## src/hw/rtl/sbdt_pkg.sv

```systemverilog
// Shared types, constants and codes for the shared-buffer admission block.
// Used by sbdt_cfg, sbdt_ctrl, sbdt_dp and shared_buffer_dynamic_threshold.
// Has no dependencies of its own.
package sbdt_pkg;

	localparam int NUM_QUEUES      = 16;
	localparam int QIDX_W          = (NUM_QUEUES > 1) ? $clog2(NUM_QUEUES) : 1;
	localparam int ALPHA_FRAC_BITS = 8;

	localparam int QI_W    = 4;
	localparam int SIZE_W  = 16;
	localparam int PKT_W   = 16;
	localparam int BYTE_W  = 30;
	localparam int MPB_W   = 14;
	localparam int ALPHA_W = 16;
	localparam int PROD_W  = ALPHA_W + BYTE_W;

	localparam logic [PKT_W-1:0]  PKT_MAX  = '1;
	localparam logic [BYTE_W-1:0] BYTE_MAX = '1;

	localparam int PADDR_W = 5;

	// Register indexes, taken from paddr[4:2].
	localparam logic [2:0] REG_BUFFER_SIZE  = 3'd0;
	localparam logic [2:0] REG_MEAN_BYTES   = 3'd1;
	localparam logic [2:0] REG_BYTES_MODE   = 3'd2;
	localparam logic [2:0] REG_DYNAMIC      = 3'd3;
	localparam logic [2:0] REG_ALPHA        = 3'd4;

	localparam logic FUNC_ENQ = 1'b0;
	localparam logic FUNC_DEQ = 1'b1;

	typedef enum logic [1:0] {
		STAT_ADMIT = 2'd0,
		STAT_DROP  = 2'd1,
		STAT_DEQ   = 2'd2,
		STAT_EMPTY = 2'd3
	} status_t;

	typedef enum logic [1:0] {
		S_IDLE,
		S_CALC,
		S_DEC
	} state_t;

	typedef struct packed {
		logic [PKT_W-1:0]   buffer_size_pkts;
		logic [MPB_W-1:0]   mean_packet_bytes;
		logic               bytes_mode;
		logic               dynamic_enable;
		logic [ALPHA_W-1:0] alpha_q8;
		logic [BYTE_W-1:0]  capacity;
	} cfg_t;

	typedef struct packed {
		logic capture;
		logic calc;
		logic commit;
	} cmd_t;

	typedef struct packed {
		status_t           status;
		logic [PKT_W-1:0]  queue_packets;
		logic [BYTE_W-1:0] queue_bytes;
		logic [PKT_W-1:0]  shared_packets;
		logic [BYTE_W-1:0] shared_bytes;
	} res_t;

endpackage

```

## src/hw/rtl/sbdt_cfg.sv

```systemverilog
// Configuration registers on an APB-style port, plus the registered capacity.
// Depends on sbdt_pkg.
module sbdt_cfg (
	input  logic                       clk,
	input  logic                       arst_n,
	input  logic                       psel,
	input  logic                       penable,
	input  logic                       pwrite,
	input  logic [sbdt_pkg::PADDR_W-1:0] paddr,
	input  logic [31:0]                pwdata,
	output logic [31:0]                prdata,
	output logic                       pready,
	output sbdt_pkg::cfg_t             cfg
);
	import sbdt_pkg::*;

	logic [PKT_W-1:0]   buffer_size_q;
	logic [MPB_W-1:0]   mean_bytes_q;
	logic               bytes_mode_q;
	logic               dynamic_q;
	logic [ALPHA_W-1:0] alpha_q;
	logic [BYTE_W-1:0]  capacity_q;
	logic [2:0]         reg_idx;
	logic               wr_en;

	assign pready  = 1'b1;
	assign reg_idx = paddr[4:2];
	assign wr_en   = psel & penable & pwrite & pready;

	always_ff @(posedge clk or negedge arst_n) begin
		if (!arst_n) begin
			buffer_size_q <= '0;
			mean_bytes_q  <= MPB_W'(1000);
			bytes_mode_q  <= 1'b0;
			dynamic_q     <= 1'b0;
			alpha_q       <= ALPHA_W'(256);
		end else if (wr_en) begin
			case (reg_idx)
				REG_BUFFER_SIZE: buffer_size_q <= pwdata[PKT_W-1:0];
				REG_MEAN_BYTES:  mean_bytes_q  <= pwdata[MPB_W-1:0];
				REG_BYTES_MODE:  bytes_mode_q  <= pwdata[0];
				REG_DYNAMIC:     dynamic_q     <= pwdata[0];
				REG_ALPHA:       alpha_q       <= pwdata[ALPHA_W-1:0];
				default: ;
			endcase
		end
	end

	// Capacity in the selected unit, held in a register.
	always_ff @(posedge clk or negedge arst_n) begin
		if (!arst_n) begin
			capacity_q <= '0;
		end else if (bytes_mode_q) begin
			capacity_q <= BYTE_W'(buffer_size_q) * BYTE_W'(mean_bytes_q);
		end else begin
			capacity_q <= BYTE_W'(buffer_size_q);
		end
	end

	always_comb begin
		prdata = '0;
		case (reg_idx)
			REG_BUFFER_SIZE: prdata = 32'(buffer_size_q);
			REG_MEAN_BYTES:  prdata = 32'(mean_bytes_q);
			REG_BYTES_MODE:  prdata = 32'(bytes_mode_q);
			REG_DYNAMIC:     prdata = 32'(dynamic_q);
			REG_ALPHA:       prdata = 32'(alpha_q);
			default:         prdata = '0;
		endcase
	end

	assign cfg.buffer_size_pkts  = buffer_size_q;
	assign cfg.mean_packet_bytes = mean_bytes_q;
	assign cfg.bytes_mode        = bytes_mode_q;
	assign cfg.dynamic_enable    = dynamic_q;
	assign cfg.alpha_q8          = alpha_q;
	assign cfg.capacity          = capacity_q;

endmodule

```

## src/hw/rtl/sbdt_ctrl.sv

```systemverilog
// Controller state machine: input handshake, stage sequencing, output valid.
// Depends on sbdt_pkg.
module sbdt_ctrl (
	input  logic           clk,
	input  logic           arst_n,
	input  logic           in_valid,
	output logic           in_ready,
	output logic           out_valid,
	input  logic           out_ready,
	output sbdt_pkg::cmd_t cmd
);
	import sbdt_pkg::*;

	state_t state_q;
	state_t state_d;
	logic   out_valid_q;
	logic   can_commit;

	assign can_commit = ~out_valid_q | out_ready;
	assign out_valid  = out_valid_q;

	always_ff @(posedge clk or negedge arst_n) begin
		if (!arst_n) begin
			state_q <= S_IDLE;
		end else begin
			state_q <= state_d;
		end
	end

	always_comb begin
		state_d     = state_q;
		in_ready    = 1'b0;
		cmd.capture = 1'b0;
		cmd.calc    = 1'b0;
		cmd.commit  = 1'b0;
		case (state_q)
			S_IDLE: begin
				in_ready    = 1'b1;
				cmd.capture = in_valid;
				if (in_valid) begin
					state_d = S_CALC;
				end
			end
			S_CALC: begin
				cmd.calc = 1'b1;
				state_d  = S_DEC;
			end
			S_DEC: begin
				// The next item is taken in the same cycle as this one commits.
				if (can_commit) begin
					cmd.commit  = 1'b1;
					in_ready    = 1'b1;
					cmd.capture = in_valid;
					state_d     = in_valid ? S_CALC : S_IDLE;
				end
			end
			default: state_d = S_IDLE;
		endcase
	end

	always_ff @(posedge clk or negedge arst_n) begin
		if (!arst_n) begin
			out_valid_q <= 1'b0;
		end else if (cmd.commit) begin
			out_valid_q <= 1'b1;
		end else if (out_ready) begin
			out_valid_q <= 1'b0;
		end
	end

endmodule

```

## src/hw/rtl/sbdt_dp.sv

```systemverilog
// Datapath: per-queue and shared counters, admission tests, result register.
// Depends on sbdt_pkg.
module sbdt_dp (
	input  logic                      clk,
	input  logic                      arst_n,
	input  sbdt_pkg::cmd_t            cmd,
	input  sbdt_pkg::cfg_t            cfg,
	input  logic                      func,
	input  logic [sbdt_pkg::QI_W-1:0]   queue_index,
	input  logic [sbdt_pkg::SIZE_W-1:0] packet_bytes,
	output sbdt_pkg::res_t            res
);
	import sbdt_pkg::*;

	logic [PKT_W-1:0]  q_pkt_q  [NUM_QUEUES];
	logic [BYTE_W-1:0] q_byte_q [NUM_QUEUES];
	logic [PKT_W-1:0]  sh_pkt_q;
	logic [BYTE_W-1:0] sh_byte_q;

	logic              func_q;
	logic [QI_W-1:0]   qi_q;
	logic [SIZE_W-1:0] size_q;

	logic [BYTE_W-1:0] free_s1;
	logic [BYTE_W:0]   qlen_after_s1;
	logic              base_ok_s1;

	res_t              res_q;

	logic              qvalid;
	logic [QIDX_W-1:0] idx;
	logic [PKT_W-1:0]  qp;
	logic [BYTE_W-1:0] qb;
	logic [BYTE_W-1:0] size_ext;
	logic [BYTE_W-1:0] occ;
	logic [BYTE_W:0]   occ_after;
	logic [BYTE_W:0]   qlen_after;
	logic              fits_cap;
	logic              no_ovf;
	logic              static_ok;
	logic [PROD_W-1:0] prod;
	logic [PROD_W-1:0] thr;
	logic              admit;
	logic              do_write;
	logic [PKT_W-1:0]  qp_n;
	logic [BYTE_W-1:0] qb_n;
	logic [PKT_W-1:0]  sp_n;
	logic [BYTE_W-1:0] sb_n;
	status_t           status_n;

	always_ff @(posedge clk) begin
		if (cmd.capture) begin
			func_q <= func;
			qi_q   <= queue_index;
			size_q <= packet_bytes;
		end
	end

	assign qvalid   = (32'(qi_q) < NUM_QUEUES);
	assign idx      = QIDX_W'(qi_q);
	assign qp       = q_pkt_q[idx];
	assign qb       = q_byte_q[idx];
	assign size_ext = BYTE_W'(size_q);

	// First stage: occupancy tests and free space.
	always_comb begin
		occ        = cfg.bytes_mode ? sh_byte_q : BYTE_W'(sh_pkt_q);
		occ_after  = cfg.bytes_mode ? ((BYTE_W+1)'(sh_byte_q) + (BYTE_W+1)'(size_q))
		                            : ((BYTE_W+1)'(sh_pkt_q) + 1'b1);
		qlen_after = cfg.bytes_mode ? ((BYTE_W+1)'(qb) + (BYTE_W+1)'(size_q))
		                            : ((BYTE_W+1)'(qp) + 1'b1);
		fits_cap   = occ_after <= (BYTE_W+1)'(cfg.capacity);
		no_ovf     = (sh_pkt_q != PKT_MAX) &&
		             (((BYTE_W+1)'(sh_byte_q) + (BYTE_W+1)'(size_q)) <= (BYTE_W+1)'(BYTE_MAX));
		static_ok  = qlen_after <= (BYTE_W+1)'(cfg.capacity);
	end

	always_ff @(posedge clk) begin
		if (cmd.calc) begin
			free_s1       <= (cfg.capacity > occ) ? (cfg.capacity - occ) : '0;
			qlen_after_s1 <= qlen_after;
			base_ok_s1    <= qvalid & fits_cap & no_ovf & (cfg.dynamic_enable | static_ok);
		end
	end

	// Second stage: dynamic threshold and counter update.
	always_comb begin
		prod     = PROD_W'(cfg.alpha_q8) * PROD_W'(free_s1);
		thr      = prod >> ALPHA_FRAC_BITS;
		admit    = base_ok_s1 & (~cfg.dynamic_enable | (PROD_W'(qlen_after_s1) <= thr));
		qp_n     = qp;
		qb_n     = qb;
		sp_n     = sh_pkt_q;
		sb_n     = sh_byte_q;
		do_write = 1'b0;
		if (func_q == FUNC_ENQ) begin
			status_n = STAT_DROP;
			if (admit) begin
				qp_n     = qp + 1'b1;
				qb_n     = qb + size_ext;
				sp_n     = sh_pkt_q + 1'b1;
				sb_n     = sh_byte_q + size_ext;
				do_write = 1'b1;
				status_n = STAT_ADMIT;
			end
		end else begin
			status_n = STAT_EMPTY;
			if (qvalid && (qp != '0)) begin
				qp_n     = qp - 1'b1;
				qb_n     = (qb > size_ext) ? (qb - size_ext) : '0;
				sp_n     = (sh_pkt_q != '0) ? (sh_pkt_q - 1'b1) : sh_pkt_q;
				sb_n     = (sh_byte_q > size_ext) ? (sh_byte_q - size_ext) : '0;
				do_write = 1'b1;
				status_n = STAT_DEQ;
			end
		end
	end

	always_ff @(posedge clk or negedge arst_n) begin
		if (!arst_n) begin
			for (int i = 0; i < NUM_QUEUES; i++) begin
				q_pkt_q[i]  <= '0;
				q_byte_q[i] <= '0;
			end
			sh_pkt_q  <= '0;
			sh_byte_q <= '0;
		end else if (cmd.commit && do_write) begin
			q_pkt_q[idx]  <= qp_n;
			q_byte_q[idx] <= qb_n;
			sh_pkt_q      <= sp_n;
			sh_byte_q     <= sb_n;
		end
	end

	always_ff @(posedge clk) begin
		if (cmd.commit) begin
			res_q.status         <= status_n;
			res_q.queue_packets  <= qvalid ? qp_n : '0;
			res_q.queue_bytes    <= qvalid ? qb_n : '0;
			res_q.shared_packets <= sp_n;
			res_q.shared_bytes   <= sb_n;
		end
	end

	assign res = res_q;

endmodule

```

## src/hw/rtl/shared_buffer_dynamic_threshold.sv

```systemverilog
// Top level of the shared-buffer admission block with dynamic thresholds.
// Depends on sbdt_pkg, sbdt_cfg, sbdt_ctrl and sbdt_dp.
//
// Usage: each item on the s_ stream is an enqueue (s_tuser 0) or a dequeue
// (s_tuser 1) for one queue, with the packet's byte size. Exactly one result
// leaves on the m_ stream per item: the status in m_tuser and the queue and
// shared occupancy after the step in m_tdata. Registers are written over the
// APB-style port at byte addresses 0, 4, 8, 12 and 16; the user must write
// them only while no item is in flight, as the block does not enforce it.
// The block cannot take a new item before the previous one commits, since
// the counters are read, modified and written back for each item: first the
// occupancy tests and free space, then the alpha multiply, the threshold
// compare and the counter update.
// Reset clears all counters and loads the register defaults; no clearing
// pass is needed. While the receiver stalls, the finished result waits in
// the output register and one further item may still be accepted and
// processed up to its final stage, where it holds until the output frees.
module shared_buffer_dynamic_threshold (
	input  logic        clk,
	input  logic        arst_n,
	input  logic        s_tvalid,
	output logic        s_tready,
	input  logic [23:0] s_tdata,   // queue_index[3:0], packet_bytes[19:4], zero pad
	input  logic        s_tuser,   // func
	output logic        m_tvalid,
	input  logic        m_tready,
	output logic [95:0] m_tdata,   // queue_packets, queue_bytes, shared_packets, shared_bytes
	output logic [1:0]  m_tuser,   // status
	input  logic        psel,
	input  logic        penable,
	input  logic        pwrite,
	input  logic [4:0]  paddr,
	input  logic [31:0] pwdata,
	output logic [31:0] prdata,
	output logic        pready
);
	import sbdt_pkg::*;

	cfg_t cfg;
	cmd_t cmd;
	res_t res;

	sbdt_cfg u_cfg (
		.clk     (clk),
		.arst_n  (arst_n),
		.psel    (psel),
		.penable (penable),
		.pwrite  (pwrite),
		.paddr   (paddr),
		.pwdata  (pwdata),
		.prdata  (prdata),
		.pready  (pready),
		.cfg     (cfg)
	);

	sbdt_ctrl u_ctrl (
		.clk       (clk),
		.arst_n    (arst_n),
		.in_valid  (s_tvalid),
		.in_ready  (s_tready),
		.out_valid (m_tvalid),
		.out_ready (m_tready),
		.cmd       (cmd)
	);

	sbdt_dp u_dp (
		.clk          (clk),
		.arst_n       (arst_n),
		.cmd          (cmd),
		.cfg          (cfg),
		.func         (s_tuser),
		.queue_index  (s_tdata[3:0]),
		.packet_bytes (s_tdata[19:4]),
		.res          (res)
	);

	assign m_tuser = res.status;
	assign m_tdata = {4'b0000, res.shared_bytes, res.shared_packets,
	                  res.queue_bytes, res.queue_packets};

endmodule
```

## config.mk

```make
export PLATFORM = sky130hd
export DESIGN_NAME = shared_buffer_dynamic_threshold
export DESIGN_NICKNAME = d
export VERILOG_FILES = /design/src/hw/rtl/sbdt_pkg.sv /design/src/hw/rtl/sbdt_cfg.sv /design/src/hw/rtl/sbdt_ctrl.sv /design/src/hw/rtl/sbdt_dp.sv /design/src/hw/rtl/shared_buffer_dynamic_threshold.sv
export SDC_FILE = /design/constraint.sdc
export NUM_CORES = 2
export LEC_CHECK = 0
export BUFFER_PORTS_ARGS = -buffer_cell sky130_fd_sc_hd__buf_2
export CAP_MARGIN = 5
export CORE_MARGIN = 2
export CORE_UTILIZATION = 30
export DETAILED_ROUTE_END_ITERATION = 10
export HOLD_SLACK_MARGIN = 0.02
export PLACE_DENSITY = 0.49
export SLEW_MARGIN = 0
export SYNTH_ARGS = -nofsm -noshare
export SYNTH_HDL_FRONTEND = slang
export SYNTH_SLANG_ARGS = --single-unit
```

## constraint.sdc

```tcl
create_clock -name clk -period 30.2 [get_ports clk]
set_clock_uncertainty 0.2 [all_clocks]
set_input_delay 3.02 -clock clk [delete_from_list [all_inputs] [get_ports clk]]
set_output_delay 3.02 -clock clk [all_outputs]
set_load 0.005 [all_outputs]
```

==> run metrics <==
status=finished, final reports clean; CTS tree=yes; number of flops mapped to enable cells by yosys=177; Final Hold Vio Count=0; number of port buffers=between 150 and 200; Hold Startpoint=u_dp.q_pkt_q[221]; via count=approximately 53,000; root buf cell=clkbuf_16; layout cells sized above 1=~22%; initial cell density of the core=a little under a third; Crit. End Element=register; Worst EP arrival=~13 ns; Synth top area share=between 20 and 30%; post-route ant nets=0; H-tree depth reported by CTS=3; number of global-route vias before repair=55,680; worst r2r path cells=37; r2r endpoint=u_dp.q_byte_q[157]; number of antenna violations at the first check in global routing=10; Hold-fix buffers, CTS=0; Synth cell types=86; most frequent CP cell=fa_1; largest fanout on the critical path=56; fin crit period=12.33 ns; Post-Route WL=237,300 um; largest net degree at the start of global routing=roughly 180; core region area=256,700 sq um; area leader, netlist=dfrtp_1; hold path cells=1; Cells after Synth=between 6,000 and 7,000; DIE WIDTH=about 510 um; most frequent cells after synthesis=dfrtp_1, mux2_2, inv_1, nand2_1, fa_1; maximum root-to-sink buffer count=3; worst reg2reg path startpoint=u_cfg.alpha_q[8]; drt pass-1 iters=6; FF+latch count, synth=1,040; Synth Cell Area=77,320 sq um; Slew headroom=between 10% and 20%; routability cong.=about 0.9; grt total ovfl=0; count leader, synth=dfrtp_1; fmax=about 81 MHz; Vias/cell=between 5 and 6; dpl ws=18.03 ns; Final WS setup=between 15 and 20 ns; critical path required time=30.62 ns; synthesized area per cell=roughly 11 sq um; drc violations=0; Top Ports=approximately 200; All-Layer GR Usage=a little under a fifth; Initial DRC Count=roughly 3,600; Top FF cell, synth=dfrtp_1; final setup fails=0; ys async rst share=between 80% and 90%; TritonCTS buffer count=~120; WP buf/inv=7; Hold/Removal Path Class=reg -> reg; first-pass GRT wire length=about 360,000 um; setup bufs post-CTS=0; worst slew pin tran=1.260 ns; Tcrit/Tclk final=between 40% and 50%; hold path endpoint=u_dp.q_pkt_q[221]; dpl hpwl=approximately 170,000 um; post-route setup TNS=0 ns; Clk pin slew, worst setup/hold paths=around 0.06 ns; worst skew pair latency=about 0.79 ns; largest cells by area after synthesis=dfrtp_1, fa_1, mux2_2, edfxtp_1, mux4_2; Seq/Total Area, Yosys=a little over a third; Resized Gates After CTS=0; Sink Count=about 1,000; Startpoint Class=register; FF-to-FF setup slack=17.87 ns; routed wire length per instance=~23 um; Nets=approximately 7,900; CP max stage delay=1.06 ns; Max Cap Viol=0; critical path class=reg -> reg; die height=about 500 um; Crit path max-delay family=adder cells; Slowest-stage cell, CP=dfstp_2; Area Overhead vs Synth=10.73%; Pins Over Slew Limit=0; Ys Warns=0; RSZ-0062 raised after global routing=no; num rows=186; die footprint=around 260,000 sq um
-- through the flow --
stage / hold slack, ns / instances / cell area (sq um) / util (%)
final: 0.2858 / 10380 / 85620 / 33.35
after global routing: 0.3069 / 10380 / 85610 / 33.35
after CTS: 0.2909 / 10370 / 85580 / 33.34
after detailed placement: 0.2737 / 10150 / 81680 / 31.82
after global placement: 0.2628 / 10150 / 81680 / 31.82
after floorplan: 0.2244 / 6923 / 77390 / -
-- how the worst max path moves through the flow --
| stage | startpoint | endpoint | slack (ns) | cells after the start |
|---|---|---|---|---|
| 2_1_floorplan | u_cfg.alpha_q[8] | u_dp.res[3] | 20.63 | 38 |
| 3_3_place_gp | u_cfg.alpha_q[8] | u_dp.q_byte_q[37] | 18.07 | 37 |
| 3_5_place_dp | u_cfg.alpha_q[8] | u_dp.q_byte_q[41] | 18.03 | 36 |
| 4_1_cts | u_cfg.alpha_q[8] | u_dp.q_byte_q[159] | 17.97 | 36 |
| 5_1_grt | u_cfg.alpha_q[8] | u_dp.q_byte_q[157] | 17.19 | 35 |
| 6_report | u_cfg.alpha_q[8] | u_dp.q_byte_q[157] | 17.87 | 37 |
-- placed cells by master (no fill, tap or decap), drive strengths merged, types with 178 or more instances in the layout --
| cell type | netlist | routed |
|---|---|---|
| dfrtp | 856 | 856 |
| mux2 | 800 | 800 |
| inv | 706 | 714 |
| nand2 | 698 | 698 |
| fa | 559 | 559 |
| ha | 399 | 399 |
| buf | 153 | 288 |
| nor2 | 286 | 286 |
| and2 | 272 | 272 |
| mux4 | 229 | 229 |
| a21oi | 199 | 199 |
| clkbuf | 293 | 178 |
-- cell type report --
class	instances	area (sq um)
Fill cell	25800	171100
Antenna cell	12	30.03
Multi-Input combinational cell	4728	46050
Tap cell	3384	4234
Inverter	709	2666
Sequential cell	1040	26920
Clock buffer	178	3379
Timing Repair Buffer	288	1818
Clock inverter	40	519.2
-- worst register-to-register path, delay by kind of cell, from the launching register on --
kind	cells	cell delay, ns
compound gates	10	2.30
xor+xnor	1	0.38
fa+ha+maj	8	3.68
buf+inv	7	1.41
flops	1	1.06
mux	1	0.47
simple gates	10	2.67
-- cells by family after synthesis --
group | after synthesis | share of synthesized area (%)
buffers and inverters | 1155 | 5.961
xor gates and xnor gates | 254 | 2.877
other | 2 | 0.009713
adders and majority gates | 958 | 20.93
muxes | 1068 | 18.83
and+or+nand+nor | 1669 | 10.22
DFF | 1040 | 34.81
AOI/OAI and AO/OA | 758 | 6.363
-- state kept, by name, summed over array words and instances (netlist names), 2 cells and up --
signal	flops
u_dp.q_byte_q	480
u_dp.q_pkt_q	256
u_dp.res	94
u_dp.qlen_after_s1	31
u_cfg.capacity_q	30
u_dp.free_s1	30
u_dp.sh_byte_q	30
u_cfg.alpha_q	16
u_cfg.buffer_size_q	16
u_dp.sh_pkt_q	16
u_dp.size_q	16
u_cfg.mean_bytes_q	14
u_dp.idx	4
u_ctrl.state_q	2
-- metal layers --
| metal | wire, um | GRT usage [%] | share of wire, % |
|---|---|---|---|
| met3 | 9515 | 1.833 | 4.0 |
| met2 | 113400 | 30.07 | 48 |
| met5 | 0 | 0 | 0 |
| met1 | 106200 | 24.65 | 45 |
| met4 | 8126 | 5.920 | 3.4 |
Power is left out: the tool's default activity adds up to more than one toggle a clock period on the data nets, which glitch-free logic cannot reach.
